### src/hdl/sdmd_pkg.sv
// shared types, constants and helper functions for the sigma-delta motion detector
// no dependencies; imported by sdmd_pipe, the top level and the testbench
package sdmd_pkg;

  localparam int unsigned MAX_PIXELS = 131072;
  localparam int unsigned PIX_IDX_W  = $clog2(MAX_PIXELS);
  localparam int unsigned PIX_W      = 8;
  localparam int unsigned AMP_W      = 4;
  localparam int unsigned PROD_W     = PIX_W + AMP_W;
  localparam int unsigned CFG_IDX_W  = 2;
  localparam int unsigned CFG_DATA_W = 8;
  localparam int unsigned RAM_W      = 2 * PIX_W;

  localparam logic [AMP_W-1:0] AMP_RESET  = AMP_W'(4);
  localparam logic [PIX_W-1:0] VMIN_RESET = PIX_W'(1);
  localparam logic [PIX_W-1:0] VMAX_RESET = PIX_W'(254);
  localparam logic [PIX_W-1:0] AMP_SAT    = PIX_W'(255);

  typedef enum logic {
    OP_LOAD   = 1'b0,
    OP_DETECT = 1'b1
  } op_e;

  typedef enum logic [CFG_IDX_W-1:0] {
    CFG_AMP_FACTOR = 2'd0,
    CFG_VAR_MIN    = 2'd1,
    CFG_VAR_MAX    = 2'd2
  } cfg_reg_e;

  typedef struct packed {
    op_e                  op;
    logic [PIX_IDX_W-1:0] pixel_index;
    logic [PIX_W-1:0]     pixel;
  } in_req_t;

  typedef struct packed {
    logic             motion;
    logic [PIX_W-1:0] mean_out;
    logic [PIX_W-1:0] var_out;
  } out_rsp_t;

  typedef struct packed {
    logic [AMP_W-1:0] amp_factor;
    logic [PIX_W-1:0] var_min;
    logic [PIX_W-1:0] var_max;
  } cfg_t;

  // one unit toward the target, no move when equal
  function automatic logic [PIX_W-1:0] step_toward(input logic [PIX_W-1:0] cur,
                                                   input logic [PIX_W-1:0] tgt);
    logic [PIX_W-1:0] res;
    res = cur;
    if (cur < tgt) begin
      res = cur + PIX_W'(1);
    end else if (cur > tgt) begin
      res = cur - PIX_W'(1);
    end
    return res;
  endfunction

  function automatic logic [PIX_W-1:0] abs_diff(input logic [PIX_W-1:0] a,
                                                input logic [PIX_W-1:0] b);
    logic [PIX_W-1:0] res;
    res = (a > b) ? (a - b) : (b - a);
    return res;
  endfunction

endpackage

### src/hdl/sdmd_pipe.sv
// four-stage datapath: mean update, amplification, variance update, output register
// depends on sdmd_pkg; reads and writes the pixel state ram owned by the top level
module sdmd_pipe
  import sdmd_pkg::*;
(
  input  logic                 clk_i,
  input  logic                 rst_ni,
  input  logic                 adv_i,
  input  logic                 in_valid_i,
  input  in_req_t              in_req_i,
  input  logic [RAM_W-1:0]     ram_rdata_i,
  input  cfg_t                 cfg_i,
  output logic                 wr_en_o,
  output logic [PIX_IDX_W-1:0] wr_addr_o,
  output logic [RAM_W-1:0]     wr_data_o,
  output logic                 out_valid_o,
  output out_rsp_t             out_rsp_o
);

  typedef struct packed {
    op_e                  op;
    logic [PIX_IDX_W-1:0] idx;
    logic [PIX_W-1:0]     m_new;
    logic [PIX_W-1:0]     diff;
    logic [PIX_W-1:0]     v_old;
  } s2_t;

  typedef struct packed {
    op_e                  op;
    logic [PIX_IDX_W-1:0] idx;
    logic [PIX_W-1:0]     m_new;
    logic [PIX_W-1:0]     diff;
    logic [PIX_W-1:0]     amp;
    logic [PIX_W-1:0]     v_old;
  } s3_t;

  logic                 s1_valid_q, s2_valid_q, s3_valid_q, s4_valid_q;
  in_req_t              s1_q;
  s2_t                  s2_q, s2_d;
  s3_t                  s3_q, s3_d;
  out_rsp_t             s4_q, s4_d;
  logic [PIX_IDX_W-1:0] s4_idx_q;

  logic [PIX_W-1:0]  ram_mean, ram_var;
  logic [PIX_W-1:0]  m_fwd, v_fwd1;
  logic [PROD_W-1:0] amp_prod;
  logic [PIX_W-1:0]  v_step, v_new3;
  logic              hit3_s1, hit4_s1;

  assign ram_mean = ram_rdata_i[RAM_W-1:PIX_W];
  assign ram_var  = ram_rdata_i[PIX_W-1:0];

  // variance result of the item leaving stage 3 (it is written this edge unless the pipeline stalls)
  always_comb begin
    v_step = step_toward(s3_q.v_old, s3_q.amp);
    if (v_step > cfg_i.var_max) begin
      v_step = cfg_i.var_max;
    end
    if (v_step < cfg_i.var_min) begin
      v_step = cfg_i.var_min;
    end
    v_new3 = (s3_q.op == OP_LOAD) ? cfg_i.var_min : v_step;
  end

  assign hit3_s1 = s3_valid_q && (s3_q.idx == s1_q.pixel_index);
  assign hit4_s1 = s4_valid_q && (s4_idx_q == s1_q.pixel_index);

  // mean of older in-flight items to the same pixel, youngest first
  always_comb begin
    priority if (s2_valid_q && (s2_q.idx == s1_q.pixel_index)) begin
      m_fwd = s2_q.m_new;
    end else if (hit3_s1) begin
      m_fwd = s3_q.m_new;
    end else if (hit4_s1) begin
      m_fwd = s4_q.mean_out;
    end else begin
      m_fwd = ram_mean;
    end
  end

  // variance is only needed in stage 3, so it is patched by each write as it happens
  always_comb begin
    priority if (hit3_s1) begin
      v_fwd1 = v_new3;
    end else if (hit4_s1) begin
      v_fwd1 = s4_q.var_out;
    end else begin
      v_fwd1 = ram_var;
    end
  end

  always_comb begin
    s2_d.op    = s1_q.op;
    s2_d.idx   = s1_q.pixel_index;
    s2_d.m_new = (s1_q.op == OP_LOAD) ? s1_q.pixel : step_toward(m_fwd, s1_q.pixel);
    s2_d.diff  = abs_diff(s2_d.m_new, s1_q.pixel);
    s2_d.v_old = v_fwd1;
  end

  assign amp_prod = PROD_W'(cfg_i.amp_factor) * PROD_W'(s2_q.diff);

  always_comb begin
    s3_d.op    = s2_q.op;
    s3_d.idx   = s2_q.idx;
    s3_d.m_new = s2_q.m_new;
    s3_d.diff  = s2_q.diff;
    s3_d.amp   = (amp_prod > PROD_W'(AMP_SAT)) ? AMP_SAT : amp_prod[PIX_W-1:0];
    s3_d.v_old = (s3_valid_q && (s3_q.idx == s2_q.idx)) ? v_new3 : s2_q.v_old;
  end

  always_comb begin
    s4_d.mean_out = s3_q.m_new;
    s4_d.var_out  = v_new3;
    s4_d.motion   = (s3_q.op == OP_DETECT) && (s3_q.diff >= v_new3);
  end

  always_ff @(posedge clk_i or negedge rst_ni) begin
    if (!rst_ni) begin
      s1_valid_q <= 1'b0;
      s2_valid_q <= 1'b0;
      s3_valid_q <= 1'b0;
      s4_valid_q <= 1'b0;
    end else if (adv_i) begin
      s1_valid_q <= in_valid_i;
      s2_valid_q <= s1_valid_q;
      s3_valid_q <= s2_valid_q;
      s4_valid_q <= s3_valid_q;
    end
  end

  always_ff @(posedge clk_i) begin
    if (adv_i) begin
      s1_q     <= in_req_i;
      s2_q     <= s2_d;
      s3_q     <= s3_d;
      s4_q     <= s4_d;
      s4_idx_q <= s3_q.idx;
    end
  end

  assign wr_en_o     = adv_i && s3_valid_q;
  assign wr_addr_o   = s3_q.idx;
  assign wr_data_o   = {s3_q.m_new, v_new3};
  assign out_valid_o = s4_valid_q;
  assign out_rsp_o   = s4_q;

`ifndef ASSERT_OFF
  a_var_in_clamps: assert property (@(posedge clk_i) disable iff (!rst_ni)
    (out_valid_o && (cfg_i.var_min <= cfg_i.var_max)) |->
      ((out_rsp_o.var_out >= cfg_i.var_min) && (out_rsp_o.var_out <= cfg_i.var_max)))
    else $error("variance result outside clamp range");

  a_load_result: assert property (@(posedge clk_i) disable iff (!rst_ni)
    (adv_i && s3_valid_q && (s3_q.op == OP_LOAD)) |=>
      (!out_rsp_o.motion && (out_rsp_o.var_out == $past(cfg_i.var_min))))
    else $error("load request produced motion or wrong variance");

  a_mean_step: assert property (@(posedge clk_i) disable iff (!rst_ni)
    (adv_i && s1_valid_q && (s1_q.op == OP_DETECT)) |=>
      ((s2_q.m_new == $past(m_fwd)) || (s2_q.m_new == $past(m_fwd) + PIX_W'(1)) ||
       (s2_q.m_new == $past(m_fwd) - PIX_W'(1))))
    else $error("mean moved by more than one step");

  a_write_matches_output: assert property (@(posedge clk_i) disable iff (!rst_ni)
    wr_en_o |=> (out_valid_o && (out_rsp_o.mean_out == $past(wr_data_o[RAM_W-1:PIX_W]))))
    else $error("written mean differs from reported mean");
`endif

endmodule

### config.mk
export PLATFORM = sky130hd
export DESIGN_NAME = sdmd_pipe
export DESIGN_NICKNAME = d
export VERILOG_FILES = /design/src/hdl/sdmd_pkg.sv /design/src/hdl/sdmd_pipe.sv
export SDC_FILE = /design/constraint.sdc
export NUM_CORES = 1
export LEC_CHECK = 0
export ABC_AREA = 1
export BUFFER_PORTS_ARGS = -buffer_cell sky130_fd_sc_hd__buf_2
export CORE_MARGIN = 8
export CORE_UTILIZATION = 30
export DETAILED_ROUTE_END_ITERATION = 12
export PLACE_DENSITY = 0.48
export SYNTH_ARGS = -nofsm -noshare
export SYNTH_HDL_FRONTEND = slang
export SYNTH_SLANG_ARGS = --single-unit
### constraint.sdc
create_clock -name clk_i -period 6.5 [get_ports clk_i]
set_input_delay 1.3 -clock clk_i [delete_from_list [all_inputs] [get_ports clk_i]]
set_output_delay 1.3 -clock clk_i [all_outputs]
set_load 0.02 [all_outputs]
==> reports/results.ini <==
[outcome]
status = complete, no violations

[routing]
wl_met2_um = 13700
wl_met3_um = 1370
vias_per_cell = 4.60
ant_nets = 0
wl_per_cell_um = 16.0
first_pass_iters = 5
drtIter0Drc = 442
drc_errors = 0
vias = 8669
wl_met1_um = 14800
routed_wl_um = 30200
topRoutingLayerUsed = met4

[setup_path]
r2r_start = s1_q[12]$_DFFE_PP_
crit_fanout = 8
ff2ff_setup_slack_ns = 0.61
cp_slowest_cell = edfxtp_1
crit_arrival_ns = 4.87
critPathMaxStageDelay_ns = 0.47
critPathCaptureType = output port
cp_data_required_time_ns = 5.20
crit_type = register to output port
path_common_cell = nand2_1
worst_r2r_path_depth = 34
timing.rr.end = s2_q[13]$_DFFE_PP_
startpoint_type = register

[global_route]
grt_pass1_wl_um = 46700
grt_pass1_vias = 8376
grt_max_degree = 72
antenna_found_initial = 0
grt_usage = 0.143
overflow = 0

[synthesis]
synthTopCellsByCount = nand2_1 (382), inv_1 (204), edfxtp_1 (152)
synth_edf_count = 152
yosysTopAreaCell = edfxtp_1
synthArstFlopShare = 0.0256
synth_area_per_cell_um2 = 8.37
ys_top_cells_by_area = edfxtp_1 (42%), nand2_1 (13%), ha_1 (8.5%)
synth_cell_types = 47
synth.most_common_cell = nand2_1
syn_nets = 1451
synth_cells = 1297
yosysTopAreaCellShare = 0.420
yosys_warnings = 0
ys_seq_area_frac = 0.430
syn_area_mm2 = 0.0109
synth-main-ff-cell = edfxtp_1
ys_seq_elements = 156

[cells_and_area]
area_growth_pct = 15.3
design_area_mm2 = 0.0125
diodes = 0
seq_area_mm2 = 0.00466
drive_gt1_frac = 0.178
multiInputGateArea_mm2 = 0.00514
fill_cells = 3725
fin_nets = 1564
instances_no_fill = 1884

[cts]
cts-buffers-inserted = 17
cts_tree = built
root_buffer = clkbuf_16
clockBufferDepth = 2
h-tree-depth = 4
cts_sinks = 156
clkTransAtPathRegs_ns = 0.07
insertion_delay_ns = 0.44
holdBufCountCts = 0

[floorplanning]
initial_core_util = 0.305
num_io_pins = 118
num_rows = 69
dieHeight_um = 206
core_mm2 = 0.0356
die_w_um = 206
dieArea_mm2 = 0.0425

[min_path]
min_path_cells = 0
min-delay-path-class = register to register
worst_hold_path.endpoint = s3_q[49]$_DFFE_PP_
min_from = s2_q[41]$_DFFE_PP_

[power]
power.total_mw = 3.67
ir_worst_vdd_mv = 0.179
p_leak_nw = 6.16
p_per_area_mw_per_mm2 = 293

[timing]
worstMarginPinSlew_ns = 0.760
hold_viol = 0
slew_violations = 0
slew_headroom = 0.493
period_needed_ns = 6.17
setup_viol = 0
max_freq_mhz = 162
tns_ns = 0
min_period_over_period = 0.949
clock_skew_ns = 0.0142

[placed_design]
io_buffers = 117
dpl-instance-area_mm2 = 0.0117
numPlacedInstances = 1835
place_congestion = 0.899
dp_hpwl_um = 24200

[job]
maxCapViolations = 0

[what timing repair did]
item | in CTS | in global routing
cloned | 0 | 3
pin swaps | 0 | 7
gates resized for setup | 3 | 23
setup buffers | 1 | 13
endpoints found under the setup margin | 8 | 10
[cells by family after synthesis]
group	Yosys count	share of synthesized area
AND/OR/NAND/NOR	639	0.260
AO/OA/AOI/OAI	102	0.0567
XOR/XNOR	41	0.0331
adder cells (fa/ha/maj)	88	0.111
multiplexers	4	0.00380
flip-flops	156	0.430
buffers and inverters	267	0.106
[where the power goes]
part | total (mW) | leakage, nW | internal [mW] | switching, mW
sequential | 1.36 | 1.52 | 1.26 | 0.104
combinational | 1.31 | 4.37 | 0.487 | 0.824
clock | 0.992 | 0.274 | 0.566 | 0.426
[layer usage]
metal,global-route usage,vias up
li1,-,4392
met1,0.198,4070
met2,0.228,190
met3,0.0270,17
met4,0.0347,0
met5,0,-
[layout make-up]
| cell class | count | share of cell area |
|---|---|---|
| Clock buffer | 18 | 0.0343 |
| Clock inverter | 14 | 0.0115 |
| Inverter | 223 | 0.0669 |
| Multi-Input combinational cell | 877 | 0.411 |
| Sequential cell | 156 | 0.373 |
| Tap cell | 461 | 0.0461 |
| Timing Repair Buffer | 135 | 0.0581 |
[how the worst max path moves through the flow]
stage | startpoint | slack [ns] | end | cells past startpoint
2_1_floorplan | s3_q[5]$_DFFE_PP_ | 0.79 | wr_data_o[0] | 29
6_report | s3_q[4]$_DFFE_PP_ | 0.33 | wr_data_o[1] | 32
3_3_place_gp | s3_q[5]$_DFFE_PP_ | 0.26 | out_rsp_o[16]$_DFFE_PP_ | 37
3_5_place_dp | s3_q[5]$_DFFE_PP_ | 0.14 | out_rsp_o[16]$_DFFE_PP_ | 37
4_1_cts | s3_q[7]$_DFFE_PP_ | 0.04 | wr_data_o[0] | 29
5_1_grt | s3_q[4]$_DFFE_PP_ | -0.03 | wr_data_o[7] | 32
[stage by stage]
step	setup WS (ns)	utilization	hold WS (ns)
floorplan	0.792	-	0.400
global placement	0.259	0.330	0.404
detailed placement	0.142	0.330	0.411
CTS	0.0362	0.347	0.426
global route	-0.0279	0.352	0.439
finish	0.333	0.352	0.424
[sequential cells by signal, indices dropped and copies added (netlist names)]
name	cells
s4_idx_q	17
s2_valid_q	1
s1_q	26
out_valid_o	1
wr_addr_o	17
s3_q	25
s1_valid_q	1
s3_valid_q	1
out_rsp_o	17
wr_data_o	8
s2_q	42
[cells in the final DEF (no fill, tap or decap), types with 3 or more instances in the layout]
cell       count
a21oi_1       30
dfrtp_1        4
clkinv_4       3
xor2_1        14
o21a_1         8
edfxtp_1     152
o211ai_1      11
nor2_1        89
o21ai_1        6
nor3_1         7
buf_2        116
nor2_4         6
fa_1          14
nand3b_1       6
inv_2         20
nand3_1       69
nand2_1      377
nand4_1       25
nand2_4        9
nand3_2        8
inv_1        202
xnor2_1       27
clkbuf_16     17
inv_6          3
nor4_1         5
nor2_2         9
buf_4         18
ha_1          73
o21ai_0       32
o21bai_1       3
nand2_2       23
clkinv_1       4
o21ai_2        4
[worst max-delay path: cells and delay by family, from the launching register on]
| family | cells | cell delay, ns |
|---|---|---|
| flops | 1 | 0.47 |
| buf+inv | 8 | 0.65 |
| fa+ha+maj | 3 | 0.86 |
| simple gates | 18 | 1.91 |
| compound gates | 3 | 0.54 |
Power figures use the tool's default switching activity.
